<file path="config.mk">
export PLATFORM = sky130hd
export DESIGN_NAME = second_chance_page_replacement
export DESIGN_NICKNAME = d
export VERILOG_FILES = /design/src/rtl/scpr_pkg.sv /design/src/rtl/scpr_ctrl.sv /design/src/rtl/scpr_dp.sv /design/src/rtl/second_chance_page_replacement.sv
export SDC_FILE = /design/constraint.sdc
export NUM_CORES = 1
export LEC_CHECK = 0
export BUFFER_PORTS_ARGS = -buffer_cell sky130_fd_sc_hd__buf_4
export CAP_MARGIN = 20
export CELL_PAD_IN_SITES_DETAIL_PLACEMENT = 1
export CELL_PAD_IN_SITES_GLOBAL_PLACEMENT = 1
export CORE_MARGIN = 2
export CORE_UTILIZATION = 50
export DETAILED_ROUTE_END_ITERATION = 6
export MAX_ROUTING_LAYER = met4
export PLACE_DENSITY = 0.78
export SYNTH_ARGS = -nofsm -noshare
export SYNTH_HDL_FRONTEND = slang
export SYNTH_SLANG_ARGS = --single-unit
</file>
<file path="constraint.sdc">
create_clock -name i_clk -period 5.4 [get_ports i_clk]
set_clock_uncertainty 0.15 [all_clocks]
set_input_delay 0.54 -clock i_clk [delete_from_list [all_inputs] [get_ports i_clk]]
set_output_delay 0.54 -clock i_clk [all_outputs]
set_load 0.02 [all_outputs]
</file>
<file path="src/rtl/scpr_pkg.sv">
`timescale 1ns / 1ps
// Shared types and constants for the second-chance page replacement block.
// Holds the controller/datapath command and status structs and the register map.
// No dependencies.
package scpr_pkg;

    // Width of the running request and fault counters
    localparam int CNT_BITS = 32;

    // Register port geometry: one 32-bit register, word-aligned byte addresses
    localparam int PADDR_W = 3;
    localparam int PDATA_W = 32;

    // Word index of each register (paddr bits above the byte offset)
    localparam logic [PADDR_W-3:0] REG_FRAMES_IN_USE = '0;

    // Commands from the controller to the datapath; at most one per cycle
    typedef struct packed {
        logic start;     // latch request, rewind scan, count request
        logic search;    // read next frame tag, compare previous one
        logic take_hit;  // record matching frame as result
        logic miss;      // count fault, wrap hand into range
        logic sweep;     // clear reference bit at hand, advance hand
        logic victim;    // pick frame at hand, read its old page
        logic finish;    // update frame state, load result register
    } t_dp_cmd;

    // Status from the datapath to the controller
    typedef struct packed {
        logic match;        // compared frame is valid and holds the page
        logic search_done;  // all frames in use compared, no match
        logic hand_ref;     // reference bit at the hand is set
        logic out_free;     // result register can take a new result
    } t_dp_sts;

endpackage

</file>
<file path="src/rtl/scpr_ctrl.sv">
`timescale 1ns / 1ps
// Controller state machine for the second-chance page replacement block.
// Sequences lookup, sweep and fill; depends on scpr_pkg for command/status types.
module scpr_ctrl (
    input  logic              i_clk,
    input  logic              i_rst_n,
    input  logic              i_in_valid,
    output logic              o_in_stall,
    input  scpr_pkg::t_dp_sts i_sts,
    output scpr_pkg::t_dp_cmd o_cmd
);
    import scpr_pkg::*;

    localparam logic [2:0] ST_IDLE   = 3'd0;
    localparam logic [2:0] ST_SEARCH = 3'd1;
    localparam logic [2:0] ST_SWEEP  = 3'd2;
    localparam logic [2:0] ST_FINISH = 3'd3;

    logic [2:0] r_state;
    logic [2:0] n_state;
    t_dp_cmd    cmd;

    // Next state and command decode
    always_comb begin
        n_state = r_state;
        cmd     = '0;
        case (r_state)
            ST_IDLE: begin
                if (i_in_valid) begin
                    cmd.start = 1'b1;
                    n_state   = ST_SEARCH;
                end
            end
            ST_SEARCH: begin
                if (i_sts.match) begin
                    cmd.take_hit = 1'b1;
                    n_state      = ST_FINISH;
                end else if (i_sts.search_done) begin
                    cmd.miss = 1'b1;
                    n_state  = ST_SWEEP;
                end else begin
                    cmd.search = 1'b1;
                end
            end
            ST_SWEEP: begin
                if (i_sts.hand_ref) begin
                    cmd.sweep = 1'b1;
                end else begin
                    cmd.victim = 1'b1;
                    n_state    = ST_FINISH;
                end
            end
            ST_FINISH: begin
                if (i_sts.out_free) begin
                    cmd.finish = 1'b1;
                    n_state    = ST_IDLE;
                end
            end
            default: begin
                n_state = ST_IDLE;
            end
        endcase
    end

    // State register
    always_ff @(posedge i_clk) begin
        if (!i_rst_n) begin
            r_state <= ST_IDLE;
        end else begin
            r_state <= n_state;
        end
    end

    assign o_cmd      = cmd;
    assign o_in_stall = (r_state != ST_IDLE);

endmodule

</file>
<file path="src/rtl/scpr_dp.sv">
`timescale 1ns / 1ps
// Datapath for the second-chance page replacement block: page tag memory,
// valid and reference bits, clock hand, counters and result register. Uses scpr_pkg.
module scpr_dp #(
    parameter int MAX_FRAMES = 16,
    parameter int PAGE_BITS  = 16,
    localparam int IDX_W     = $clog2(MAX_FRAMES),
    localparam int CNT_W     = $clog2(MAX_FRAMES + 1)
) (
    input  logic                          i_clk,
    input  logic                          i_rst_n,
    input  logic [CNT_W-1:0]              i_frames_in_use,
    input  logic [PAGE_BITS-1:0]          i_page_number,
    input  scpr_pkg::t_dp_cmd             i_cmd,
    output scpr_pkg::t_dp_sts             o_sts,
    output logic                          o_out_valid,
    input  logic                          i_out_stall,
    output logic                          o_hit,
    output logic [IDX_W-1:0]              o_frame_index,
    output logic                          o_evicted_valid,
    output logic [PAGE_BITS-1:0]          o_evicted_page,
    output logic [scpr_pkg::CNT_BITS-1:0] o_request_count,
    output logic [scpr_pkg::CNT_BITS-1:0] o_fault_count
);
    import scpr_pkg::*;

    // Page tag memory, undefined until written
    logic [PAGE_BITS-1:0]  r_page_mem [MAX_FRAMES];

    logic [MAX_FRAMES-1:0] r_valid;
    logic [MAX_FRAMES-1:0] r_ref;
    logic [IDX_W-1:0]      r_hand;
    logic [CNT_BITS-1:0]   r_req_cnt;
    logic [CNT_BITS-1:0]   r_flt_cnt;
    logic [CNT_W-1:0]      r_scan;
    logic                  r_rd_live;
    logic [IDX_W-1:0]      r_rd_idx;
    logic [PAGE_BITS-1:0]  r_rd_data;
    logic [PAGE_BITS-1:0]  r_page;
    logic [IDX_W-1:0]      r_sel;
    logic                  r_hit;
    logic                  r_out_valid;
    logic                  r_o_hit;
    logic [IDX_W-1:0]      r_o_frame;
    logic                  r_o_ev_valid;
    logic [PAGE_BITS-1:0]  r_o_ev_page;
    logic [CNT_BITS-1:0]   r_o_req;
    logic [CNT_BITS-1:0]   r_o_flt;

    logic [CNT_W-1:0]      n_act;
    logic                  scan_more;
    logic [CNT_W-1:0]      hand_inc;
    logic [IDX_W-1:0]      hand_next;
    logic [CNT_W-1:0]      sel_inc;
    logic [IDX_W-1:0]      sel_next;
    logic                  hand_out;
    logic                  rd_en;
    logic [IDX_W-1:0]      rd_addr;
    logic                  evict;

    // Clamp frame count into 1..MAX_FRAMES
    always_comb begin
        if (i_frames_in_use == '0) begin
            n_act = CNT_W'(1);
        end else if (i_frames_in_use > CNT_W'(MAX_FRAMES)) begin
            n_act = CNT_W'(MAX_FRAMES);
        end else begin
            n_act = i_frames_in_use;
        end
    end

    // Hand arithmetic with wrap at the frame count
    assign hand_inc  = CNT_W'(r_hand) + CNT_W'(1);
    assign hand_next = (hand_inc >= n_act) ? '0 : hand_inc[IDX_W-1:0];
    assign sel_inc   = CNT_W'(r_sel) + CNT_W'(1);
    assign sel_next  = (sel_inc >= n_act) ? '0 : sel_inc[IDX_W-1:0];
    assign hand_out  = (CNT_W'(r_hand) >= n_act);
    assign scan_more = (r_scan < n_act);

    // Memory read port: scan during lookup, hand when picking a victim
    assign rd_en   = (i_cmd.search && scan_more) || i_cmd.victim;
    assign rd_addr = i_cmd.victim ? r_hand : r_scan[IDX_W-1:0];
    assign evict   = !r_hit && r_valid[r_sel];

    // Status to the controller
    assign o_sts.match       = r_rd_live && r_valid[r_rd_idx] && (r_rd_data == r_page);
    assign o_sts.search_done = !r_rd_live && (r_scan == n_act);
    assign o_sts.hand_ref    = r_ref[r_hand];
    assign o_sts.out_free    = !r_out_valid || !i_out_stall;

    // Tag memory: write on fill, registered read
    always_ff @(posedge i_clk) begin
        if (i_cmd.finish && !r_hit) begin
            r_page_mem[r_sel] <= r_page;
        end
        if (rd_en) begin
            r_rd_data <= r_page_mem[rd_addr];
        end
    end

    // Control state: frame bits, hand, counters, scan, result valid
    always_ff @(posedge i_clk) begin
        if (!i_rst_n) begin
            r_valid     <= '0;
            r_ref       <= '0;
            r_hand      <= '0;
            r_req_cnt   <= '0;
            r_flt_cnt   <= '0;
            r_scan      <= '0;
            r_rd_live   <= 1'b0;
            r_out_valid <= 1'b0;
        end else begin
            if (i_cmd.start) begin
                r_scan    <= '0;
                r_rd_live <= 1'b0;
                r_req_cnt <= r_req_cnt + CNT_BITS'(1);
            end
            if (i_cmd.search) begin
                r_rd_live <= scan_more;
                if (scan_more) begin
                    r_scan <= r_scan + CNT_W'(1);
                end
            end
            if (i_cmd.miss) begin
                r_flt_cnt <= r_flt_cnt + CNT_BITS'(1);
                if (hand_out) begin
                    r_hand <= '0;
                end
            end
            // Give the frame at the hand its second chance
            if (i_cmd.sweep) begin
                r_ref[r_hand] <= 1'b0;
                r_hand        <= hand_next;
            end
            if (i_cmd.finish) begin
                if (r_hit) begin
                    r_ref[r_sel] <= 1'b1;
                end else begin
                    r_valid[r_sel] <= 1'b1;
                    r_ref[r_sel]   <= 1'b0;
                    r_hand         <= sel_next;
                end
            end
            // Result register: load on finish, drop when taken
            if (i_cmd.finish) begin
                r_out_valid <= 1'b1;
            end else if (!i_out_stall) begin
                r_out_valid <= 1'b0;
            end
        end
    end

    // Request and result payload
    always_ff @(posedge i_clk) begin
        if (i_cmd.start) begin
            r_page <= i_page_number;
        end
        if (i_cmd.search) begin
            r_rd_idx <= r_scan[IDX_W-1:0];
        end
        if (i_cmd.take_hit) begin
            r_sel <= r_rd_idx;
            r_hit <= 1'b1;
        end
        if (i_cmd.miss) begin
            r_hit <= 1'b0;
        end
        if (i_cmd.victim) begin
            r_sel <= r_hand;
        end
        if (i_cmd.finish) begin
            r_o_hit      <= r_hit;
            r_o_frame    <= r_sel;
            r_o_ev_valid <= evict;
            r_o_ev_page  <= evict ? r_rd_data : '0;
            r_o_req      <= r_req_cnt;
            r_o_flt      <= r_flt_cnt;
        end
    end

    assign o_out_valid     = r_out_valid;
    assign o_hit           = r_o_hit;
    assign o_frame_index   = r_o_frame;
    assign o_evicted_valid = r_o_ev_valid;
    assign o_evicted_page  = r_o_ev_page;
    assign o_request_count = r_o_req;
    assign o_fault_count   = r_o_flt;

    // The controller never issues two commands at once
    a_cmd_exclusive: assert property (@(posedge i_clk) disable iff (!i_rst_n)
        $onehot0(i_cmd))
        else $error("scpr_dp: more than one command in a cycle");

    // A sweep step only passes over a referenced frame
    a_sweep_ref: assert property (@(posedge i_clk) disable iff (!i_rst_n)
        i_cmd.sweep |-> r_ref[r_hand])
        else $error("scpr_dp: sweep over a clear reference bit");

    // The victim always has its reference bit clear
    a_victim_clear: assert property (@(posedge i_clk) disable iff (!i_rst_n)
        i_cmd.victim |-> !r_ref[r_hand])
        else $error("scpr_dp: victim with reference bit set");

    // After a fault starts, the hand lies inside the frames in use
    a_hand_range: assert property (@(posedge i_clk) disable iff (!i_rst_n)
        i_cmd.miss |=> (CNT_W'(r_hand) < n_act))
        else $error("scpr_dp: hand outside frames in use");

    // A finished request always lands in the result register
    a_finish_out: assert property (@(posedge i_clk) disable iff (!i_rst_n)
        i_cmd.finish |=> r_out_valid)
        else $error("scpr_dp: result register not loaded");

endmodule

</file>
<file path="src/rtl/second_chance_page_replacement.sv">
`timescale 1ns / 1ps
// Top level of the second-chance (clock) page replacement block: register port
// and the controller/datapath pair. Uses scpr_pkg, scpr_ctrl and scpr_dp.
//
//   channel  direction  handshake                 payload
//   in       input      i_in_valid / o_in_stall   i_page_number
//   out      output     o_out_valid / i_out_stall o_hit, o_frame_index, o_evicted_valid,
//                                                 o_evicted_page, o_request_count,
//                                                 o_fault_count
//   config   APB        psel/penable/pwrite/pready  frames_in_use at byte address 0
//
// One request at a time. A lookup scans the tag memory one entry per cycle, and a
// fault then sweeps the hand one frame per cycle, clearing s reference bits (s <= n,
// n the frames in use) before it picks the victim.
// Synchronous active-low reset empties all frames, zeroes hand and counters and sets
// frames_in_use to MAX_FRAMES. A new request is taken while a result waits; a
// stalled result holds, and the next result waits for it to be taken.
module second_chance_page_replacement #(
    parameter int MAX_FRAMES = 16,
    parameter int PAGE_BITS  = 16
) (
    input  logic                                 i_clk,
    input  logic                                 i_rst_n,
    input  logic                                 i_in_valid,
    output logic                                 o_in_stall,
    input  logic [PAGE_BITS-1:0]                 i_page_number,
    output logic                                 o_out_valid,
    input  logic                                 i_out_stall,
    output logic                                 o_hit,
    output logic [$clog2(MAX_FRAMES)-1:0]        o_frame_index,
    output logic                                 o_evicted_valid,
    output logic [PAGE_BITS-1:0]                 o_evicted_page,
    output logic [scpr_pkg::CNT_BITS-1:0]        o_request_count,
    output logic [scpr_pkg::CNT_BITS-1:0]        o_fault_count,
    input  logic                                 psel,
    input  logic                                 penable,
    input  logic                                 pwrite,
    input  logic [scpr_pkg::PADDR_W-1:0]         paddr,
    input  logic [scpr_pkg::PDATA_W-1:0]         pwdata,
    output logic [scpr_pkg::PDATA_W-1:0]         prdata,
    output logic                                 pready
);
    import scpr_pkg::*;

    localparam int CNT_W = $clog2(MAX_FRAMES + 1);

    logic [CNT_W-1:0] r_frames_in_use;
    logic             reg_hit;
    t_dp_cmd          cmd;
    t_dp_sts          sts;

    // Register decode on the word index
    assign reg_hit = (paddr[PADDR_W-1:2] == REG_FRAMES_IN_USE);
    assign pready  = 1'b1;
    assign prdata  = reg_hit ? PDATA_W'(r_frames_in_use) : '0;

    // Frame count register
    always_ff @(posedge i_clk) begin
        if (!i_rst_n) begin
            r_frames_in_use <= CNT_W'(MAX_FRAMES);
        end else if (psel && penable && pwrite && pready && reg_hit) begin
            r_frames_in_use <= pwdata[CNT_W-1:0];
        end
    end

    scpr_ctrl u_ctrl (
        .i_clk      (i_clk),
        .i_rst_n    (i_rst_n),
        .i_in_valid (i_in_valid),
        .o_in_stall (o_in_stall),
        .i_sts      (sts),
        .o_cmd      (cmd)
    );

    scpr_dp #(
        .MAX_FRAMES (MAX_FRAMES),
        .PAGE_BITS  (PAGE_BITS)
    ) u_dp (
        .i_clk           (i_clk),
        .i_rst_n         (i_rst_n),
        .i_frames_in_use (r_frames_in_use),
        .i_page_number   (i_page_number),
        .i_cmd           (cmd),
        .o_sts           (sts),
        .o_out_valid     (o_out_valid),
        .i_out_stall     (i_out_stall),
        .o_hit           (o_hit),
        .o_frame_index   (o_frame_index),
        .o_evicted_valid (o_evicted_valid),
        .o_evicted_page  (o_evicted_page),
        .o_request_count (o_request_count),
        .o_fault_count   (o_fault_count)
    );

endmodule

</file>
=== Yosys cells after proc, flatten, opt, wreduce, memory -nomap -nowiden ===
Memory sizes are Yosys's and may differ from the RTL's. A register that Yosys moved wholly into a read port is not among the register bits.
Cells that the tools add are included.

* RAM bits: 256
* Latch bits: 0
* Output and inout port bits: 121
* Register bits after elaboration: 226
* Memories: 1
* Bits in read-only memories: 0

{| class="wikitable"
|+ Memory list
! memory !! words !! bits a word !! read ports !! clocked after memory_dff !! write ports !! RTL line !! text
|-
| u_dp.r_page_mem || 16 || 16 || 1 || 1 || 1 || scpr_dp.sv:28 || <nowiki>logic [PAGE_BITS-1:0] r_page_mem [MAX_FRAMES];</nowiki>
|}

* Add/sub/neg operators: 5
* Multiplexer cells: 55
* Bitwise gates (word level): 8
* Order comparisons: 10
* Multiply operators: 0
* Reductions and logical operators: 24
* Shift operators: 0
* Divide/modulo/power cells: 0
* Equal/unequal tests: 10

{| class="wikitable"
|+ Operators by type and width
! kind !! count
|-
| adder 32 x 1 -> 32 bit, second input constant || 2
|-
| two-way mux 16 bit || 4
|-
| two-way mux 4 bit || 10
|-
| AND 16 bit || 2
|-
| NOT 16 bit || 2
|-
| bitwise OR 16 bit || 2
|-
| two-way mux 5 bit || 6
|-
| two-way mux 1 bit || 22
|-
| two-way mux 3 bit || 6
|-
| equality test 16 bit || 1
|-
| < comparator 4 x 5 -> 1 bit, second input constant || 3
|-
| binary-select mux 1 bit (select 4 bit) || 3
|-
| one-hot mux 3 bit (4 select lines) || 1
|-
| logical AND 1 bit || 11
|-
| adder 4 x 1 -> 5 bit, second input constant || 2
|-
| >= comparator 5 bit || 2
|-
| demux 1 bit (select 4 bit) || 2
|-
| >= comparator 4 x 1 -> 1 bit, second input constant || 2
|-
| equality test 3 x 2 -> 1 bit, second input constant || 2
|-
| inequality test 2 bit, second input constant || 3
|-
| adder 5 x 1 -> 5 bit, second input constant || 1
|-
| equality test 5 bit || 1
|-
| >= comparator 4 x 5 -> 1 bit || 1
|-
| > comparator 5 bit, second input constant || 1
|-
| 14 further kinds || 20
|}

=== Logic depth before layout (Yosys ltp) ===
Gate-level depths: netlist of run 1.

* Depth in word-level cells: 12
* Gate-level depth with buffers: 13

=== Modules after synthesis ===
From an unflattened synthesis of run 1, not the netlist that was laid out.

* Cells, all modules: 1,320
* Area total of the unflattened synthesis: 20,215.6 um2

{| class="wikitable"
|+ By module, submodules not included
! module !! cells each !! seq. area each (um2) !! times used !! area an instance (um2)
|-
| scpr_dp || 1,236 || 13,633.1 || 1 || 19,494.9
|-
| second_chance_page_replacement || 58 || 100.1 || 1 || 479.2
|-
| scpr_ctrl || 26 || 40.0 || 1 || 241.5
|}

=== Worst setup path after synthesis of run 1 ===
Ideal clock, no wire load.

* Path type: input to register
* Start point: input port i_out_stall
* End point: memory u_dp.r_page_mem[15][0] (enable)
* Path buffers: 0
* Library setup time: 0.414 ns
* Data arrival time: 4.266 ns
* Cell stages on the path: 5
* Required time: 4.836 ns
* Path slack: 0.570 ns
* Path through: nand2_1 > nand2_1 > inv_1 > nand2_1 > nor3_1

{| class="wikitable"
|+ RTL lines
! what !! RTL line !! text
|-
| from (decl) || second_chance_page_replacement.sv:28 || <nowiki>input logic i_out_stall,</nowiki>
|-
| to (decl) || scpr_dp.sv:28 ||
|}

=== Worst setup path after layout of run 1 ===
* Start point: register u_dp.r_hand[1]
* End point: register u_dp.r_rd_data[4] (read register of u_dp.r_page_mem), data pin

* Longest elaborated chain between the ends: 5
* Elaborated cells between the ends (all ways): 6

{| class="wikitable"
|+ Ends and longest elaborated chain
! what !! RTL line !! text
|-
| from (decl) || scpr_dp.sv:32 || <nowiki>logic [IDX_W-1:0] r_hand;</nowiki>
|-
| from (signal assigned) || scpr_dp.sv:133 || <nowiki>r_hand <= hand_next;</nowiki>
|-
| from (signal assigned) || scpr_dp.sv:141 || <nowiki>r_hand <= sel_next;</nowiki>
|-
| binary-select mux 1 bit (select 4 bit) || scpr_dp.sv:88 || <nowiki>assign o_sts.hand_ref = r_ref[r_hand];</nowiki>
|-
| two-way mux 1 bit (implied by the code) || scpr_dp.sv:88 ||
|-
| two-way mux 1 bit || scpr_ctrl.sv:46 || <nowiki>if (i_sts.hand_ref) begin</nowiki>
|-
| two-way mux 2 bit || scpr_ctrl.sv:27 || <nowiki>case (r_state)</nowiki>
|-
| two-way mux 4 bit or logical OR 1 bit (tied branches) || scpr_dp.sv:82, scpr_dp.sv:81 ||
|-
| to (decl) || scpr_dp.sv:38 || <nowiki>logic [PAGE_BITS-1:0] r_rd_data;</nowiki>
|}

Parallel ways exist; a longest one is shown, timed or not. The select of a mux whose other input is x is not followed.
A chain may end at the register's enable or synchronous reset.

==> metrics.md, run 1 <==
| Metric | Value |
|---|---|
| Fin. Hold Viols | `0` |
| Core box area | `39800 sq um` |
| Vias per cell | `approximately 5.7` |
| Static Leak | `about 9 nW` |
| R2R depth | `10` |
| H-tree depth | `2` |
| RSZ-0062 raised after global routing | `false` |
| CTS tree | `built` |
| Pin count of the biggest net entering global routing | `approximately 110` |
| Die width | `around 200 microns` |
| Net count, final | `around 1600` |
| Count of buffers from port buffering | `around 120` |
| Reg-to-reg slack, setup | `approximately 530 ps` |
| Routed WL | `48200 microns` |
| Crit path launch type | `flip-flop` |
| Rel. slew slack | `0.315` |
| Commonest non-fill, non-tap cell in the layout | `edfxtp_1` |
| Sequential fraction of the synthesis area | `0.681` |
| Gate count of the mapped netlist | `about 1400` |
| Clk pin slew, worst setup/hold paths | `60 ps` |
| Area Overhead vs Synth | `17.0%` |
| Starting DRT DRC Count | `roughly 840` |
| CTS Buf Count | `just over 50` |
| Final Critical Period | `about 4900 ps` |
| Max incr delay on CP | `930 ps` |
| Overflow after GRT | `0` |
| Post-CTS setup buffer count | `0` |
| Die area | `42000 sq um` |
| Ys flop type | `edfxtp_1` |
| Synth top area cells | `edfxtp_1 57%, dfxtp_1 11%, mux2i_1 5.6%` |
| Max-Cap Viols | `0` |
| Period utilisation layout | `0.901` |
| Worst-Margin Slew | `about 1000 ps` |
| Worst skew pair latency | `around 600 ps` |
| Ports | `179` |
| Endpoints failing setup | `0` |
| Initial antenna violation count | `1` |
| Crit path kind | `reg2reg` |
| Area leader, netlist | `edfxtp_1` |
| Post-synth top area share | `0.568` |
| Vias | `about 12000` |
| Crit Reg-Reg Endpoint | `u_dp.r_rd_data[4]` |
| CP dominant cell by count | `mux2i_1` |
| Synthesized cell area | `slightly above 20000 sq um` |
| Worst EP required | `~5600 ps` |
| Min-delay worst type | `in2reg` |
| Syn_area_per_cell | `about 15 sq um` |
| Post-CTS sizing | `0` |
| Post-route setup TNS | `0 ps` |
| Power Dens Cells | `between 400 and 500 nW/um^2` |
| Routability cong. | `between 0.8 and 0.9` |
| HPWL after detailed placement | `around 30000 microns` |
| Outcome | `finished clean` |
| Highest clock rate | `205 MHz` |
| Crit path DAT | `roughly 5000 ps` |
| Site Rows | `73` |
| CTS sink count | `~500` |
| Die Span Y | `205 microns` |
| Register bit total from synthesis | `between 400 and 500` |
| Nature of the critical path endpoint | `flip-flop` |
| Critical path destination | `u_dp.r_rd_data[4]` |
| Slowest CP cell | `dfxtp_1` |
| CTS Buffer Depth | `3` |
| Worst r2r src | `u_dp.r_hand[1]` |
| Fillers | `~3800` |
| Number of synthesized flops with an enable pin | `around 380` |
| Proportion of layout cells with a drive suffix above 1 | `0.181` |
| Cts hold-fix bufs | `16` |
| Remaining antenna violation count | `0` |
| Most frequent cells in the layout | `382 x edfxtp_1, 157 x buf_4, 115 x dfxtp_1` |
| WL per Instance | `around 23 microns` |
| Async SR Flop Fraction | `0` |
| VDD IR-drop max | `~0.32 mV` |
| First-pass DRT Iterations | `5` |
| Vias in the first global route | `approximately 13000` |
| Syn. warnings | `0` |
| Worst Hold Slack | `56.7 ps` |
| First-pass GRT wire length | `roughly 74000 microns` |
| Count of final max-slew check failures | `0` |
| Initial Util | `0.508` |
| Crit path launch | `u_dp.r_hand[1]` |
| Unique masters post-synth | `53` |
| Worst-path maximum fanout | `40` |
| Clk root buf | `clkbuf_16` |
| GRT Util Overall | `0.240` |
| Worst-path cell chain | `mux2i_1 -> mux4_2 -> a22oi_4 -> mux2i_4 -> buf_12 -> buf_4 -> mux2i_1 -> o22ai_1 -> a211oi_1 -> o221ai_1` |
| # DRC | `0` |
[how the worst min path moves through the flow]
| stage | start | end | slack [ps] | cells past startpoint |
|---|---|---|---|---|
| after floorplan | u_dp.r_hit | u_dp.o_hit | 260 | 0 |
| after global placement | u_dp.r_flt_cnt[31] | u_dp.o_fault_count[31] | 290 | 0 |
| after detailed placement | u_dp.r_flt_cnt[31] | u_dp.o_fault_count[31] | 310 | 0 |
| after CTS | pwdata[4] | r_frames_in_use[4] | 30 | 3 |
| after global routing | pwdata[1] | r_frames_in_use[1] | 50 | 3 |
| final | pwdata[4] | r_frames_in_use[4] | 60 | 3 |
[synth_stat cells, drive strengths merged (3+ instances only)]
cell	instances
edfxtp	382
dfxtp	115
mux2i	114
nand2	78
and2	53
nor2	43
xnor2	43
buf	42
clkbuf	38
ha	35
o22ai	35
and3	34
xor2	29
mux4	27
nand3	27
a21oi	25
nor3	23
o21ai	23
inv	21
nor2b	20
nor3b	20
o21a	20
a211oi	16
o221ai	16
a21boi	15
nand4	14
nand2b	12
or3	11
and4	5
nor4	5
o31a	4
a21o	3
a31oi	3
[metal layers]
layer | vias up | global-route usage | routed length, microns
met3 | 83 | 0.0396 | 2630
met5 | - | - | 0
met2 | 375 | 0.387 | 23600
met1 | 6118 | 0.314 | 20900
li1 | 5468 | - | -
met4 | 0 | 0.0725 | 1070
[cell families (layout without fill, tap and decap cells)]
| family | Yosys count | in the layout | synth area share |
|---|---|---|---|
| flops | 497 | 497 | 0.681 |
| other cells | 2 | 29 | 0.000372 |
| simple gates | 352 | 352 | 0.0933 |
| xor+xnor | 72 | 72 | 0.0312 |
| buf+inv | 101 | 292 | 0.0267 |
| compound gates | 168 | 168 | 0.0575 |
| fa+ha+maj | 35 | 35 | 0.0217 |
| mux | 143 | 143 | 0.0878 |
[sequential cells by signal (all words and copies together), names as in the netlist]
name / flops
r_frames_in_use: 5
u_dp.r_page_mem: 256
u_dp.r_req_cnt: 32
u_dp.r_hit: 1
u_dp.r_sel: 4
u_dp.r_ref: 16
u_dp.o_evicted_page: 16
u_dp.r_flt_cnt: 32
u_dp.o_request_count: 32
u_dp.r_page: 16
u_dp.r_valid: 16
u_dp.o_evicted_valid: 1
u_dp.r_hand: 4
u_dp.o_hit: 1
u_dp.o_frame_index: 4
u_dp.r_scan: 5
u_ctrl.r_state: 2
u_dp.r_rd_live: 1
u_dp.r_rd_data: 16
u_dp.o_out_valid: 1
u_dp.o_fault_count: 32
u_dp.r_rd_idx: 4
[area by class of cell]
type                       instances  area [sq um]  area share
sequential                       497         13800       0.582
inverter                          21          81.3     0.00344
multi-input combinational        798          6040       0.255
tap                              525           657      0.0278
clock buffer                      59          1350      0.0570
clock inverter                    37           372      0.0157
antenna                            1          2.50    0.000106
timing repair buffer             175          1390      0.0586
[critical path, delay by kind of cell, from the launching register on]
family	cells	cell delay [ps]
compound gates	4	1260
buf+inv	2	840
flops	1	930
mux	4	1360
[stage by stage]
| step | area [sq um] | setup WS, ps | util | cells | power (mW) |
|---|---|---|---|---|---|
| 2_1_floorplan | 20300 | 570 | - | 1396 | 5.56 |
| 3_3_place_gp | 21700 | 716 | 0.546 | 1999 | 6.01 |
| 3_5_place_dp | 21700 | 616 | 0.546 | 1999 | 6.07 |
| 4_1_cts | 23600 | 587 | 0.593 | 2111 | 9.68 |
| 5_1_grt | 23700 | 355 | 0.594 | 2113 | 9.94 |
| 6_report | 23700 | 533 | 0.594 | 2113 | 9.59 |
[power by group]
part / switching [mW] / total [mW] / internal [mW]
logic: 0.795 / 1.28 / 0.490
registers: 0.262 / 4.73 / 4.46
clock network: 1.49 / 3.58 / 2.09
Note: power is estimated with default switching activity, not from simulation.
==> inputs of run 2 (changes only) <==
- CORE_UTILIZATION: 50 -> 45
- PLACE_DENSITY: 0.78 -> 0.74
- clock period: 5.4 -> 4.3 ns (I/O delays scaled with it)
==> run 2 against run 1 <==
  * Combinational power grew 34%
  * Non-clock buffer count is 26 higher
  * Critical path depth rose by 1
  * Critical endpoint is now u_dp.r_rd_data[1]
  * Largest power group unchanged
==> metrics.md, run 2 (synthesis gave the netlist of run 1 again) <==
| Metric | Value |
|---|---|
| First-pass DRT Iterations | `5` |
| Worst Hold Slack | `74.4 ps` |
| RSZ-0062 raised after global routing | `false` |
| Worst-Margin Slew | `776 ps` |
| Fin cells | `around 2200` |
| Die area | `around 47000 sq um` |
| Site Rows | `between 70 and 80` |
| Count of final max-slew check failures | `0` |
| Pre-CTS WS | `~210 ps` |
| Outcome | `finished clean` |
| Post-route setup TNS | `0 ps` |
| Clk pin slew, worst setup/hold paths | `~60 ps` |
| Core box area | `approximately 44000 sq um` |
| Initial antenna violation count | `0` |
| Logic pwr share | `0.140` |
| Min-delay worst type | `in2reg` |
| Die width | `216 microns` |
| Rel. slew slack | `0.482` |
| Overflow after GRT | `0` |
| Switching power | `around 3.2 mW` |
| Worst skew pair latency | `600 ps` |
| Power Dens Cells | `around 500 nW/um^2` |
| Max-Cap Viols | `0` |
| Ports | `around 180` |
| PnR worst setup slack | `approximately 350 ps` |
| Vias per cell | `approximately 5.5` |
| Sequential Power Share | `0.486` |
| Clk root buf | `clkbuf_16` |
| Final Instance Area | `roughly 24000 sq um` |
| Clk network pwr share | `0.374` |
| Pin count of the biggest net entering global routing | `between 60 and 70` |
| Commonest non-fill, non-tap cell in the layout | `edfxtp_1` |
| GRT Util Overall | `0.222` |
| Post-Place Cells | `2087` |
| Initial Util | `0.456` |
| Most frequent cells in the layout | `382 x edfxtp_1, 176 x buf_4, 114 x dfxtp_1` |
| Final Core Density | `0.541` |
| Die Span Y | `216 microns` |
| Area post-placement | `~22000 sq um` |
| Biggest register | `u_dp.r_page_mem` |
| Routability cong. | `between 0.8 and 0.9` |
| # DRC | `0` |
| Vias | `around 12000` |
| Starting DRT DRC Count | `804` |
| Static Leak | `between 9 and 10 nW` |
| Cell depth of the worst hold path | `2` |
| CTS Buffer Depth | `3` |
| Count of buffers from port buffering | `roughly 120` |
| Fin. Hold Viols | `0` |
| Switching Share | `0.262` |
| Period utilisation layout | `0.919` |
| Pwr Total | `about 12 mW` |
| Crit path kind | `reg2reg` |
| Area Overhead vs Synth | `18.6%` |
| H-tree depth | `2` |
| CTS tree | `built` |
| Highest clock rate | `about 250 MHz` |
| Nature of the critical path endpoint | `flip-flop` |
| Worst EP required | `roughly 4500 ps` |
| Final Critical Period | `3950 ps` |
| CTS sink count | `just under 500` |
| VDD IR-drop max | `0.276 mV` |
| Endpoints failing setup | `0` |
| CTS Buf Count | `52` |
| P_int | `9.02 mW` |
| Routed WL | `around 50000 microns` |
| Largest register FFs | `approximately 260` |
| Proportion of layout cells with a drive suffix above 1 | `0.185` |
| Crit path launch type | `flip-flop` |
| Crit path DAT | `between 4000 and 5000 ps` |
| Net count, final | `roughly 1700` |
| R2R depth | `11` |
| Ant diodes | `0` |
| First-pass GRT wire length | `76400 microns` |
| WL per Instance | `roughly 23 microns` |
| Worst-path maximum fanout | `25` |
| Remaining antenna violation count | `0` |
| HPWL after detailed placement | `between 30000 and 40000 microns` |
| Vias in the first global route | `approximately 13000` |
==> run 2: changes by cell type in the layout (fill, tap and decap cells not counted), moves of 3 or more <==
cell	previous run	this run
buf_4	157	176
clkbuf_1	5	15
clkbuf_8	2	5
clkinv_2	13	6
clkinvlp_4	7	1
dlygate4sd3_1	16	22
==> run 2: per-layer routing <==
layer  vias to the layer above  global-route usage  share of wire
li1                       5524                   -              -
met1                      6292               0.299           0.45
met5                         -                   -              0
met4                         0              0.0562          0.020
met2                       331               0.356           0.48
met3                        78              0.0313          0.051
==> run 2: what timing repair did <==
action,in CTS,in global routing
endpoints found under the hold margin,22,0
hold buffers,22,0
buffers inserted,0,0
gates resized for setup,0,1
setup endpoints to repair,0,1
==> run 2: worst paths after layout <==
path,endpoint,slack (ps),from
hold reg to reg,u_dp.o_request_count[31],320,u_dp.r_req_cnt[31]
setup / recovery,u_dp.r_rd_data[1],350,u_dp.r_hand[1]
setup reg to reg,u_dp.r_rd_data[1],350,u_dp.r_hand[1]
hold / removal,r_frames_in_use[4],70,i_rst_n
==> run 2: power groups by stage <==
| stage | registers, mW | clock network, mW | logic (mW) |
|---|---|---|---|
| 2_1_floorplan | 5.94 | 0 | 1.04 |
| 3_3_place_gp | 6.01 | 0 | 1.65 |
| 3_5_place_dp | 6.03 | 0 | 1.70 |
| 4_1_cts | 5.93 | 4.68 | 1.73 |
| 5_1_grt | 5.96 | 4.85 | 1.85 |
| 6_report | 5.94 | 4.58 | 1.72 |
==> run 2: critical path, cell delays in order, from the launching register on <==
cell	delay, ps
dfxtp_2	460
buf_4	200
mux2i_1	80
mux4_2	550
a22oi_4	250
mux2i_4	300
buf_12	250
buf_4	310
mux2i_1	320
o22ai_1	130
a211oi_1	440
o221ai_1	220
==> run 2: layout make-up <==
class | count | area (sq um)
inverter | 21 | 82.6
multi-input combinational | 798 | 6040
clock inverter | 24 | 307
sequential | 497 | 13800
tap | 592 | 741
timing repair buffer | 201 | 1600
fill | 4301 | 20300
clock buffer | 72 | 1430
